File: config.mk
export PLATFORM = sky130hd
export DESIGN_NAME = lpc_ctrl
export DESIGN_NICKNAME = d
export VERILOG_FILES = /design/src/rtl/lpc_pkg.sv /design/src/rtl/lpc_ctrl.sv
export SDC_FILE = /design/constraint.sdc
export NUM_CORES = 1
export LEC_CHECK = 0
export BUFFER_PORTS_ARGS = -buffer_cell sky130_fd_sc_hd__buf_4
export CAP_MARGIN = 0
export CORE_AREA = 2 2 39 41
export DETAILED_ROUTE_END_ITERATION = 12
export DIE_AREA = 0 0 41 43
export PLACE_DENSITY = 0.42
export RECOVER_POWER = 25
export SLEW_MARGIN = 20
export SYNTH_ARGS = -nofsm -noshare
export SYNTH_HDL_FRONTEND = slang
export SYNTH_SLANG_ARGS = --single-unit
export TNS_END_PERCENT = 1
File: constraint.sdc
create_clock -name i_clk -period 1.2 [get_ports i_clk]
set_input_delay 0.18 -clock i_clk [delete_from_list [all_inputs] [get_ports i_clk]]
set_output_delay 0.18 -clock i_clk [all_outputs]
set_load 0.02 [all_outputs]
File: src/rtl/lpc_pkg.sv
// Package for the frame payload counter-mode cipher: widths, register
// indexes, controller states and AES helper functions. No dependencies.
`default_nettype none
package lpc_pkg;
    localparam int AES_ROUNDS_DEF = 10;
    localparam int CFG_IDX_W = 3;
    localparam int CFG_DATA_W = 64;

    localparam logic [CFG_IDX_W-1:0] REG_KEY_HIGH = 3'd0;
    localparam logic [CFG_IDX_W-1:0] REG_KEY_LOW  = 3'd1;
    localparam logic [CFG_IDX_W-1:0] REG_DEV_ADDR = 3'd2;
    localparam logic [CFG_IDX_W-1:0] REG_DIR      = 3'd3;
    localparam logic [CFG_IDX_W-1:0] REG_FCNT     = 3'd4;

    typedef enum logic [3:0] {
        ST_IDLE  = 4'b0001,
        ST_ROUND = 4'b0010,
        ST_XOR   = 4'b0100,
        ST_OUT   = 4'b1000
    } t_state;

    typedef struct packed {
        logic load;   // load counter block and first key add
        logic round;  // run one AES round
        logic emit;   // produce output word from held byte
        logic take;   // capture input word
    } t_cmd;

    typedef struct packed {
        logic need_ks;  // current byte opens a block
        logic last_rnd; // round counter at final round
    } t_stat;

    function automatic logic [7:0] sbox(input logic [7:0] a);
        logic [7:0] t [256];
        t = '{
        8'h63,8'h7c,8'h77,8'h7b,8'hf2,8'h6b,8'h6f,8'hc5,8'h30,8'h01,8'h67,8'h2b,8'hfe,8'hd7,8'hab,8'h76,
        8'hca,8'h82,8'hc9,8'h7d,8'hfa,8'h59,8'h47,8'hf0,8'had,8'hd4,8'ha2,8'haf,8'h9c,8'ha4,8'h72,8'hc0,
        8'hb7,8'hfd,8'h93,8'h26,8'h36,8'h3f,8'hf7,8'hcc,8'h34,8'ha5,8'he5,8'hf1,8'h71,8'hd8,8'h31,8'h15,
        8'h04,8'hc7,8'h23,8'hc3,8'h18,8'h96,8'h05,8'h9a,8'h07,8'h12,8'h80,8'he2,8'heb,8'h27,8'hb2,8'h75,
        8'h09,8'h83,8'h2c,8'h1a,8'h1b,8'h6e,8'h5a,8'ha0,8'h52,8'h3b,8'hd6,8'hb3,8'h29,8'he3,8'h2f,8'h84,
        8'h53,8'hd1,8'h00,8'hed,8'h20,8'hfc,8'hb1,8'h5b,8'h6a,8'hcb,8'hbe,8'h39,8'h4a,8'h4c,8'h58,8'hcf,
        8'hd0,8'hef,8'haa,8'hfb,8'h43,8'h4d,8'h33,8'h85,8'h45,8'hf9,8'h02,8'h7f,8'h50,8'h3c,8'h9f,8'ha8,
        8'h51,8'ha3,8'h40,8'h8f,8'h92,8'h9d,8'h38,8'hf5,8'hbc,8'hb6,8'hda,8'h21,8'h10,8'hff,8'hf3,8'hd2,
        8'hcd,8'h0c,8'h13,8'hec,8'h5f,8'h97,8'h44,8'h17,8'hc4,8'ha7,8'h7e,8'h3d,8'h64,8'h5d,8'h19,8'h73,
        8'h60,8'h81,8'h4f,8'hdc,8'h22,8'h2a,8'h90,8'h88,8'h46,8'hee,8'hb8,8'h14,8'hde,8'h5e,8'h0b,8'hdb,
        8'he0,8'h32,8'h3a,8'h0a,8'h49,8'h06,8'h24,8'h5c,8'hc2,8'hd3,8'hac,8'h62,8'h91,8'h95,8'he4,8'h79,
        8'he7,8'hc8,8'h37,8'h6d,8'h8d,8'hd5,8'h4e,8'ha9,8'h6c,8'h56,8'hf4,8'hea,8'h65,8'h7a,8'hae,8'h08,
        8'hba,8'h78,8'h25,8'h2e,8'h1c,8'ha6,8'hb4,8'hc6,8'he8,8'hdd,8'h74,8'h1f,8'h4b,8'hbd,8'h8b,8'h8a,
        8'h70,8'h3e,8'hb5,8'h66,8'h48,8'h03,8'hf6,8'h0e,8'h61,8'h35,8'h57,8'hb9,8'h86,8'hc1,8'h1d,8'h9e,
        8'he1,8'hf8,8'h98,8'h11,8'h69,8'hd9,8'h8e,8'h94,8'h9b,8'h1e,8'h87,8'he9,8'hce,8'h55,8'h28,8'hdf,
        8'h8c,8'ha1,8'h89,8'h0d,8'hbf,8'he6,8'h42,8'h68,8'h41,8'h99,8'h2d,8'h0f,8'hb0,8'h54,8'hbb,8'h16};
        return t[a];
    endfunction

    function automatic logic [7:0] gf2(input logic [7:0] v);
        return {v[6:0], 1'b0} ^ (v[7] ? 8'h1b : 8'h00);
    endfunction
endpackage
`default_nettype wire

File: src/rtl/lpc_ctrl.sv
// Controller: sequences word capture, AES rounds and output handoff.
// Depends on lpc_pkg.
`default_nettype none
module lpc_ctrl import lpc_pkg::*; (
    input  wire   i_clk,
    input  wire   i_rst_n,
    input  wire   i_in_valid,
    output logic  o_in_ready,
    output logic  o_out_valid,
    input  wire   i_out_ready,
    input  t_stat i_stat,
    output t_cmd  o_cmd
);
    t_state r_state, n_state;

    always_ff @(posedge i_clk) begin
        if (!i_rst_n) r_state <= ST_IDLE;
        else          r_state <= n_state;
    end

    assign o_in_ready  = (r_state == ST_IDLE);
    assign o_out_valid = (r_state == ST_OUT);

    always_comb begin
        n_state = r_state;
        o_cmd   = '0;
        unique case (r_state)
            ST_IDLE: begin
                if (i_in_valid) begin
                    o_cmd.take = 1'b1;
                    if (i_stat.need_ks) begin
                        o_cmd.load = 1'b1;
                        n_state = ST_ROUND;
                    end else begin
                        n_state = ST_XOR;
                    end
                end
            end
            ST_ROUND: begin
                o_cmd.round = 1'b1;
                if (i_stat.last_rnd) n_state = ST_XOR;
            end
            ST_XOR: begin
                o_cmd.emit = 1'b1;
                n_state = ST_OUT;
            end
            ST_OUT: begin
                if (i_out_ready) n_state = ST_IDLE;
            end
            default: n_state = ST_IDLE;
        endcase
    end
endmodule
`default_nettype wire

# Word-level counts from Yosys, hierarchy flattened
# Cells that the tools add are included.
# totals
wordCells	21
reg_bits	4
out_inout_bits	6
input_bits	6
# op_classes
muxes	12
eq_ne	7
reduce_logical	1
# op_table
operator	count
4-bit case mux with 4 select lines	1
4-bit two-way mux	3
1-bit two-way mux	7
4-bit by 1-bit equality test with 1-bit output (second input constant)	1
4-bit by 2-bit equality test with 1-bit output (second input constant)	1
4-bit by 3-bit equality test with 1-bit output (second input constant)	1
4-bit equality test (second input constant)	1
2-bit inequality test (second input constant)	2
3-bit two-way mux	1
3-bit AND reduction	1
2-bit by 1-bit inequality test with 1-bit output (second input constant)	1

# Logic depth before layout (Yosys ltp)
# logic_depth
word_depth	3
depth_mapped	3
mapped_depth_nobuf	3

# Worst setup path after synthesis
# No wires, ideal clock.
# synth_timing
path_kind	register -> register
from	register r_state[1]
to	register r_state[0]
path_stages_with_launch	4
setup_slack_ns	-0.183
arrival_ns	1.269
path_buffers	0
cell_sequence	dfxtp_1 > nor4b_2 > nor3_1 > a21o_1
# synth_via
elab_chain_cells	3
elab_cells_between_ends	9
cone_classes	eq/ne (7); mux (1); reduce/logical (1)
# synth_rtl
element	line	text
start, declared	lpc_ctrl.sv:14	t_state r_state, n_state;
start signal, assigned	lpc_ctrl.sv:18	else r_state <= n_state;
4-bit by 2-bit equality test with 1-bit output (tied with other cells)	lpc_ctrl.sv:27	unique case (r_state)
2-bit inequality test (no line) / 2-bit by 1-bit inequality test with 1-bit output (equally long branches)	-	
3-bit AND reduction (no line)	-	
# Parallel ways exist; a longest one is shown, timed or not.
# A chain may end at the register's enable or synchronous reset.

# Worst setup path in the final report
# layout_timing
from	register r_state[0]
to	output port o_out_valid
# layout_via
elab_chain_cells	1
# layout_rtl
element	line	text
4-bit equality test	lpc_ctrl.sv:22	assign o_out_valid = (r_state == ST_OUT);
end, declared	lpc_ctrl.sv:9	output logic o_out_valid,
# Every way passes these cells.

==> impl.org <==
** Outcome
- The flow ran to the end, but the final reports show violations.
- The final reports fail on negative setup slack.

** Critical path
- Top Family by Delay on Critical Path :: simple AND/OR/NAND/NOR gates
- For the worst setup path, the data required time is about 1.0 ns.
- Crit path arrival time :: ~1.3 ns
- STA classifies the critical path endpoint as an output pin.
- First element of the critical path :: r_state[0]
- STA classifies the critical path startpoint as a flop.
- The largest individual stage delay along the critical path comes from the cell or4b_4.
- The signal on the critical path passes through or4b_4, inv_2, buf_6.
- Of all nets on the critical path, the largest fanout is 4.
- Critical Path Max Stage Delay :: 0.55 ns
- Category of the most critical setup path :: flop to output pin
- Source of the worst register-to-register timing path :: r_state[0]
- Worst Path Buf+Inv :: 2

** Power
- Power after layout :: approximately 0.55 mW
- Clock share of power :: 30.0%
- Net Sw Power :: approximately 0.16 mW
- Sequential share of power :: 30.3%
- Internal power comes to between 0.3 and 0.4 mW.
- IR analysis of the VDD net gives a maximum drop of approximately 0.00048 V.
- Of the total power, the share spent switching nets is 29.91%.
- Dividing total power by cell area gives a power density of between 1000 and 1500 nW/µm².
- Fraction of power consumed by combinational cells :: 39.8%
- In this run the static leakage power is ~0.23 nW.

** Synthesis
- Per-instance average area after synthesis :: around 9.4 µm²
- Area of the mapped netlist :: 264.0 µm²
- Post-synthesis instance total :: 28
- Number of synthesis warnings :: 0
- Summing the sequential cell areas from Yosys gives a little under a third of the chip area.
- Yosys mapped the design onto 18 distinct sky130hd cell types.
- Counting every net in the synthesized netlist gives 34.
- After synthesis the netlist holds a flip-flop and latch count of 4.

** STA
- Worst Max-Slew Pin Slew :: ~0.36 ns
- Setup repair after global routing missed its margin :: yes
- Across all hold checks on the routed design, the worst slack comes to between 0.15 and 0.2 ns.
- The final hold violation count is 0.
- Headroom to the max-slew limit came out at between 70 and 80%.
- The routed design could run at a clock period as short as ~1.5 ns.
- In the post-route analysis, the smallest setup slack over all paths is -0.2629 ns.
- Fin crit share :: 121.9%
- Based on the critical path, the design can be clocked at up to just under 700 MHz.
- Setup violations remaining at the end of the flow were counted as 9.
- Setup Skew :: approximately 0.002 ns
- Final number of max-transition violations :: 0

** Placed design
- Input and output buffers added on the ports amount to 11.
- The congestion estimate from routability-driven global placement came to 0.6835.
- OpenSTA, run right after detailed placement, puts the worst setup slack at -0.09198 ns.
- Detail Placement HPWL :: ~570 µm

** Layout
- In the final layout, the share of cells above drive strength 1 is about three quarters.
- 0 antenna diodes ended up in the layout.
- At the end of the flow, the number of nets in the layout was 58.
- Layout overhead on the synthesized area :: 84.83%
- The largest registers in the layout are r_state (4).
- The register with the most flip-flops in the layout has 4 of them.
- The register with the most flip-flops in the final layout is r_state.

** Clocking
- In this run the number of H-tree levels came out at 1.
- The tree built by TritonCTS fans out to 4 sinks.
- Hold repair after CTS inserted 0 buffers.
- Clock-pin transition on the worst setup and hold timing paths :: around 0.040 ns
- Clk_lat worst skew :: between 0.2 and 0.25 ns
- TritonCTS built the clock tree.
- Number of buffers created by CTS :: 3
- Maximum count of clock buffers along a single path :: 2
- Clk root buf :: clkbuf_4

** Min path
- In this run the most critical hold path is launched from i_rst_n.
- Kind of path behind the tightest hold check :: input port to flop

** GRT
- Maximum number of pins on one net before global-route repair :: 6
- The number of antenna violations at the first check in global routing came to 0.
- Met2 layer usage reported by global route :: around 14%
- Summed over all layers, the global routing overflow is 0.
- The number of global-route vias before repair was 288.
- First-pass GRT wire length :: about 1100 µm
- For this run, the total global-route usage over all layers was measured as about 10%.
- Global Route met1 Usage :: between 10% and 20%
- The global routing stage identified its most utilized layer as met2.
- Grt met3 use :: under 10%

** Die
- After floorplanning, the core was sized to cover 1384 µm².
- The initialized floorplan defines 14 standard-cell rows.
- Starting density of the core :: around a fifth
- Die boundary width :: about 41 µm
- From bottom edge to top edge, the die measures between 40 and 50 µm.
- The die covers 1763 µm².
- During I/O placement, the number of pins put on the boundary was 12.

** Job
- Max-cap violation count :: 0

** Routing
- Antenna viol nets, final :: 0
- Detail-routed net length per standard cell :: around 10 µm
- In this run, the number of DRC markers left after iteration 0 of detailed routing was 3.
- After detailed routing, the total wire length is around 670 µm.
- Vias after detailed routing :: 280
- In the routed design, unresolved DRC markers number 0.
- Via density :: 4.242
- DR pass1 iterations :: 2
## layout by cell type (no fill, tap or decap), types with 2 or more instances in the layout
cell type   n
nor3b_1     2
inv_1       2
a21oi_1     2
nor4b_4     2
dfxtp_2     3
buf_4      18
buf_6       2
inv_2       2
clkbuf_4    3
## cell families after synthesis
family | after synthesis | synth area share (%)
AOI/OAI and AO/OA | 7 | 17.06
buffers and inverters | 5 | 8.530
and+or+nand+nor | 12 | 44.07
DFF | 4 | 30.33
## worst reg2reg max path, delay by kind of cell (launching register included)
family | cells | cell delay (ns)
flops | 1 | 0.33
compound gates | 2 | 0.13
buf+inv | 1 | 0.14
simple gates | 1 | 0.55
## metrics by stage
| stage | cell area (µm²) | setup TNS (ns) | instances | utilization [%] |
|---|---|---|---|---|
| floorplan | 277.8 | -0.3759 | 28 | - |
| global placement | 432.9 | -0.2746 | 62 | 31.28 |
| detailed placement | 432.9 | -0.2500 | 62 | 31.28 |
| CTS | 473.0 | -1.761 | 66 | 34.18 |
| global route | 488.0 | -2.182 | 66 | 35.26 |
| finish | 488.0 | -1.552 | 66 | 35.26 |
## cells in the mapped netlist
master	count	area, µm²
nor2_2	1	6.260
nand3_1	1	5.000
o21ai_1	1	5.000
nor4b_4	1	23.77
inv_1	4	15.01
nor3_1	1	5.000
buf_4	1	7.510
and2_1	1	6.260
nor3b_1	3	22.52
or4b_4	1	13.76
nor2_1	1	3.750
nor4b_2	2	30.03
a21o_1	1	7.510
o21a_1	1	7.510
a21oi_1	2	10.01
a21bo_1	1	10.01
o21ai_0	1	5.000
dfxtp_1	4	80.08
## power by group through the flow
stage | Combinational, mW | Sequential (mW) | Clock, mW
final | 0.218 | 0.166 | 0.164
after global routing | 0.239 | 0.168 | 0.177
after CTS | 0.216 | 0.168 | 0.173
after detailed placement | 0.210 | 0.169 | 0
after global placement | 0.210 | 0.169 | 0
after floorplan | 0.0987 | 0.173 | 0
## what timing repair did
action / in CTS / in global routing
endpoints found under the setup margin: 9 / 10
hold endpoints to repair: 0 / 0
pin swaps: 2 / 1
resized for setup: 5 / 4
buffers inserted: 1 / 0
## metal layers
metal | part of all wire [%] | up-vias
li1 | - | 147
met1 | 41 | 117
met2 | 47 | 12
met3 | 8.2 | 4
met4 | 3.4 | 0
met5 | 0 | -
## final timing paths
| path | slack [ns] | cells past startpoint | end |
|---|---|---|---|
| max | -0.26 | 3 | o_out_valid |
| min | 0.18 | 2 | r_state[3] |
| max reg2reg | -0.08 | 4 | r_state[1] |
| min reg2reg | 0.69 | 4 | r_state[1] |
## layout make-up
class / count / area, µm²
Tap cell: 16 / 20.02
Clock buffer: 3 / 22.52
Inverter: 4 / 15.01
Timing Repair Buffer: 20 / 157.7
Fill cell: 145 / 895.9
Multi-Input combinational cell: 19 / 185.2
Sequential cell: 4 / 87.58
Note: power is estimated with default switching activity, not from simulation.
